**src/rtl/vrbs_pkg.sv**
```systemverilog
`timescale 1ns / 1ps

package vrbs_pkg;

  localparam int STACK_BYTES_DEF  = 1024;
  localparam int HEADER_BYTES_DEF = 4;
  localparam int MAX_COPY_DEF     = 64;

  localparam int OP_W   = 3;
  localparam int LEN_W  = 11;
  localparam int BYTE_W = 8;
  localparam int STS_W  = 2;

  typedef enum logic [OP_W-1:0] {
    OP_PUSH_START  = 3'd0,
    OP_PUSH_BYTE   = 3'd1,
    OP_POP         = 3'd2,
    OP_PEEK        = 3'd3,
    OP_CLEAR       = 3'd4,
    OP_CHECK_FULL  = 3'd5,
    OP_CHECK_EMPTY = 3'd6
  } op_t;

  typedef enum logic [STS_W-1:0] {
    STS_OK      = 2'd0,
    STS_FULL    = 2'd1,
    STS_EMPTY   = 2'd2,
    STS_REFUSED = 2'd3
  } status_t;

  typedef enum logic [2:0] {
    ST_IDLE,
    ST_HDR_WR,
    ST_HDR_HI,
    ST_SIZE,
    ST_COPY_RD,
    ST_EMIT,
    ST_ZERO
  } state_t;

  typedef struct packed {
    logic    take;
    logic    mark_pop;
    logic    push_start;
    logic    push_byte;
    logic    clear;
    logic    hdr_wr;
    logic    rd_hdr0;
    logic    rd_hdr1;
    logic    size_set;
    logic    copy_rd;
    logic    pop_commit;
    logic    res_load;
    logic    res_data;
    logic    res_last;
    status_t res_status;
  } cmd_t;

  typedef struct packed {
    logic push_open;
    logic empty;
    logic too_big;
    logic hdr_done;
    logic n_zero;
    logic copy_last;
    logic out_free;
  } stat_t;

endpackage

```
**src/rtl/vrbs_ctrl.sv**
```systemverilog
`timescale 1ns / 1ps

module vrbs_ctrl (
  input  logic                    clk,
  input  logic                    rst_n,
  input  logic                    in_valid,
  input  logic [vrbs_pkg::OP_W-1:0] in_opcode,
  output logic                    in_ready,
  input  vrbs_pkg::stat_t         st,
  output vrbs_pkg::cmd_t          cmd
);
  import vrbs_pkg::*;

  state_t state_r;
  state_t state_nxt;

  always_ff @(posedge clk) begin
    if (!rst_n) begin
      state_r <= ST_IDLE;
    end else begin
      state_r <= state_nxt;
    end
  end

  always_comb begin
    cmd       = '0;
    state_nxt = state_r;
    in_ready  = 1'b0;
    unique case (state_r)
      ST_IDLE: begin
        in_ready = st.out_free;
        if (in_valid && st.out_free) begin
          cmd.take       = 1'b1;
          cmd.res_load   = 1'b1;
          cmd.res_last   = 1'b1;
          cmd.res_status = STS_OK;
          if (in_opcode == OP_PUSH_BYTE) begin
            if (st.push_open) begin
              cmd.push_byte = 1'b1;
            end else begin
              cmd.res_status = STS_REFUSED;
            end
          end else if (st.push_open) begin
            cmd.res_status = STS_REFUSED;
          end else begin
            unique case (in_opcode)
              OP_PUSH_START: begin
                if (st.too_big) begin
                  cmd.res_status = STS_FULL;
                end else begin
                  cmd.push_start = 1'b1;
                  state_nxt      = ST_HDR_WR;
                end
              end
              OP_POP, OP_PEEK: begin
                if (st.empty) begin
                  cmd.res_status = STS_EMPTY;
                end else begin
                  cmd.res_load = 1'b0;
                  cmd.res_last = 1'b0;
                  cmd.rd_hdr0  = 1'b1;
                  cmd.mark_pop = (in_opcode == OP_POP);
                  state_nxt    = ST_HDR_HI;
                end
              end
              OP_CLEAR: begin
                cmd.clear = 1'b1;
              end
              OP_CHECK_FULL: begin
                cmd.res_status = st.too_big ? STS_FULL : STS_OK;
              end
              OP_CHECK_EMPTY: begin
                cmd.res_status = st.empty ? STS_EMPTY : STS_OK;
              end
              default: begin
                cmd.res_status = STS_REFUSED;
              end
            endcase
          end
        end
      end
      ST_HDR_WR: begin
        cmd.hdr_wr = 1'b1;
        if (st.hdr_done) begin
          state_nxt = ST_IDLE;
        end
      end
      ST_HDR_HI: begin
        cmd.rd_hdr1 = 1'b1;
        state_nxt   = ST_SIZE;
      end
      ST_SIZE: begin
        cmd.size_set = 1'b1;
        state_nxt    = st.n_zero ? ST_ZERO : ST_COPY_RD;
      end
      ST_COPY_RD: begin
        cmd.copy_rd = 1'b1;
        state_nxt   = ST_EMIT;
      end
      ST_EMIT: begin
        if (st.out_free) begin
          cmd.res_load   = 1'b1;
          cmd.res_data   = 1'b1;
          cmd.res_last   = st.copy_last;
          cmd.res_status = STS_OK;
          if (st.copy_last) begin
            cmd.pop_commit = 1'b1;
            state_nxt      = ST_IDLE;
          end else begin
            cmd.copy_rd = 1'b1;
          end
        end
      end
      ST_ZERO: begin
        if (st.out_free) begin
          cmd.res_load   = 1'b1;
          cmd.res_last   = 1'b1;
          cmd.res_status = STS_OK;
          cmd.pop_commit = 1'b1;
          state_nxt      = ST_IDLE;
        end
      end
      default: begin
        state_nxt = ST_IDLE;
      end
    endcase
  end

endmodule

```
**config.mk**
```make
export PLATFORM = sky130hd
export DESIGN_NAME = vrbs_ctrl
export DESIGN_NICKNAME = d
export VERILOG_FILES = /design/src/rtl/vrbs_pkg.sv /design/src/rtl/vrbs_ctrl.sv
export SDC_FILE = /design/constraint.sdc
export NUM_CORES = 1
export LEC_CHECK = 0
export ABC_AREA = 1
export BUFFER_PORTS_ARGS = -buffer_cell sky130_fd_sc_hd__buf_4
export CORE_AREA = 2 2 39 41
export CTS_BUF_LIST = sky130_fd_sc_hd__clkbuf_8
export DETAILED_ROUTE_END_ITERATION = 10
export DIE_AREA = 0 0 41 43
export PLACE_DENSITY_LB_ADDON = 0.25
export RECOVER_POWER = 25
export SLEW_MARGIN = 25
export SYNTH_ARGS = -nofsm -noshare
export SYNTH_HDL_FRONTEND = slang
export SYNTH_SLANG_ARGS = --single-unit
export TNS_END_PERCENT = 10
```
**constraint.sdc**
```tcl
create_clock -name clk -period 1.3 [get_ports clk]
set_input_delay 0.26 -clock clk [delete_from_list [all_inputs] [get_ports clk]]
set_output_delay 0.26 -clock clk [all_outputs]
set_load 0.02 [all_outputs]
```
==> impl_results.md <==
- Slowest CP cell: dfxtp_4
- Die footprint: 1763 um^2
- Synth Register Bits: 3
- Largest Register: state_r
- Synthesized area: 544.3 um^2
- Number of fill cells in the layout: 86
- Initial antenna violation count: 0
- Synth unique cells: 24
- Top Ports: 30
- Global-route met3 utilization: 4.712%
- Min Tclk post-route: 1.568 ns
- Synth warn: 0
- Failing checks: negative setup slack
- Fin crit share: 120.6%
- Grt met1 use: 24.04%
- CTS Buf Count: 3
- Crit path top cell by count: inv_4
- # setup viols final: 16
- Starting Density: approximately 39%
- Ant diodes: 0
- Avg WL per Cell: ~12 um
- Fin Setup TNS: -2.954 ns
- Post-synthesis cell count: 98
- Clock Latency Late Sink: 0.22 ns
- Commonest non-fill, non-tap cells in the layout: buf_4 (45), nand2_1 (20), inv_1 (14)
- Placed insts: around 160
- Met2 usage: 50.31%
- Total wire length: 1967 um
- Maximum capacitance violations: 0
- # rows: 14
- First-pass GRT wire length: 3194 um
- RD Place Congestion: 0.7624
- Skew final: 0.003641 ns
- Nets: 169
- Syn nets: 111
- Worst Setup Start Kind: flop
- Storage cell area: 68.82 um^2
- Power Density: approximately 1300 nW/um^2
- Final Total Pwr: roughly 1.6 mW
- Final worst slack: -0.2678 ns
- Cells along the critical path: inv_4 -> nand3_4 -> nor2_4 -> inv_4 -> nor4_4 -> buf_4
- Vias in the first global route: 847
- Total track usage: 26.58%
- Drt initial violations: 12
- Vias: 838
- Placed cell area: between 1000 and 1500 um^2
- Final core occ: 84.09%
- Sink Count: 3
- Max-slew violations: 0
- Multi-input gate area: a little under 500 um^2
- Setup CP Type: flop to output pin
- Cell area after layout: 1164 um^2
- Max-slew headroom: between 80% and 90%
- CTS max path bufs: 2
- H-tree levels: 1
- Max FO, Critical Path: 5
- Worst min path class: input pin to flop
- Final Hold Vio Count: 0
- Worst Path Required: 1.04 ns
- CTS tree: yes
- Share of post-route cells with drive strength above 1: 61.94%
- Leakage dissipation: 0.6212 nW
- Seq/Total Area, Yosys: 11.03%
- Worst path arrival time: 1.31 ns
- Clock root cell: clkbuf_8
- Biggest regs: state_r: 3 flops
- # hold bufs at CTS: 0
- GR Overflow Total: 0
- HPWL after DPL: 1512 um
- Layout area overhead: 113.8%
- Drt pass-1 iters: 4
- IO buf count: 29
- Status: finished, violations left
- Finished Layout Cells: 171
- Reg clk slew, reported paths: 0.03 ns
- Achievable frequency: about 640 MHz
- Drt via density: 4.901
- Drt drc: 0
- Die span in x: 41 um
- Final ANT Viol Nets: 0
- VDD IR-drop max: about 1400 uV
- Setup crit end kind: output pin
- Mean Syn Cell Area: approximately 5.6 um^2
- RSZ-0062 raised after global routing: true
- Largest net degree at the start of global routing: 7
- Worst-Margin Slew: 0.2904 ns
- Grt peak-use layer: met2
- Most common cell after layout, fill and taps aside: buf_4
- Slowest cell delay on critical path: 0.36 ns
- Largest register FFs: 3
- Core ar.: 1384 um^2
- Die H: ~43 um
-- where the power goes --
part / switching (mW) / leakage (nW) / total, mW / internal (mW)
sequential: 0.0481 / 0.0264 / 0.182 / 0.134
combinational: 0.571 / 0.568 / 1.11 / 0.541
clock: 0.0599 / 0.0269 / 0.261 / 0.201
total: 0.679 / 0.621 / 1.55 / 0.876
-- cell usage after synthesis --
library cell | count | area, um^2
clkinv_1 | 1 | 3.750
o211ai_1 | 2 | 15.01
nor2_1 | 15 | 56.30
nand4_1 | 1 | 6.260
a21oi_1 | 2 | 10.01
dfxtp_1 | 3 | 60.06
o21ai_0 | 1 | 5.000
o31ai_1 | 2 | 15.01
buf_6 | 1 | 11.26
nor3_4 | 1 | 16.27
nand2_4 | 1 | 11.26
inv_1 | 14 | 52.55
nor2_2 | 2 | 12.51
nand3_1 | 7 | 35.03
nor2_4 | 1 | 11.26
a31o_2 | 1 | 8.760
a31oi_1 | 1 | 6.260
nor4_2 | 1 | 12.51
nor3_1 | 4 | 20.02
nand2_2 | 4 | 25.02
nand2_1 | 22 | 82.58
o21bai_2 | 1 | 11.26
inv_2 | 7 | 26.28
nand3_2 | 3 | 30.03
-- per-stage QoR --
stage | setup slack (ns) | hold slack (ns)
2_1_floorplan | -0.1731 | 0.3696
3_3_place_gp | -0.1143 | 0.4767
3_5_place_dp | -0.1458 | 0.5030
4_1_cts | -0.2719 | 0.2801
5_1_grt | -0.3033 | 0.2820
6_report | -0.2678 | 0.2700
-- critical path, delay by kind of cell (launching register included) --
family	cells	cell delay [ns]
DFF	1	0.36
buffers and inverters	3	0.33
and+or+nand+nor	3	0.41
-- per-layer routing --
metal / up-vias / part of all wire, %
li1: 427 / -
met1: 381 / 35
met2: 28 / 60
met3: 2 / 4.8
met4: 0 / 0.61
met5: - / 0
-- final timing paths --
kind	startpoint	endpoint	slack, ns	cells past startpoint
worst min register to register	state_r[1]$_SDFFE_PN0P_	state_r[1]$_SDFFE_PN0P_	0.65	3
worst max register to register	state_r[0]$_SDFFE_PN0P_	state_r[0]$_SDFFE_PN0P_	0.01	10
worst max-delay path	state_r[0]$_SDFFE_PN0P_	cmd[11]	-0.27	6
worst min-delay path	rst_n	state_r[2]$_SDFFE_PN0P_	0.27	3
-- cells by family (layout without fill, tap and decap cells) --
group	after synthesis	in the layout	synth area share, %
simple gates	62	62	58.62
compound gates	10	10	13.10
buf+inv	23	80	17.24
flops	3	3	11.03
-- timing repair --
item                                    in CTS  in global routing
endpoints found under the hold margin        0                  0
resized for setup                           20                  5
cloned                                       0                  0
buffers inserted                             3                  0
pin swaps                                    7                  4
endpoints found under the setup margin      20                 20
-- final cells by class --
class                   instances  area share, %
multi-input cells              72          41.83
repair buffers                 54          38.49
inverters                      22          8.172
flip-flops and latches          3          5.914
clock buffers                   3          3.548
well taps                      16          1.720
clock inverters                 1         0.3226
No activity file was read; power rests on OpenSTA's default activity.
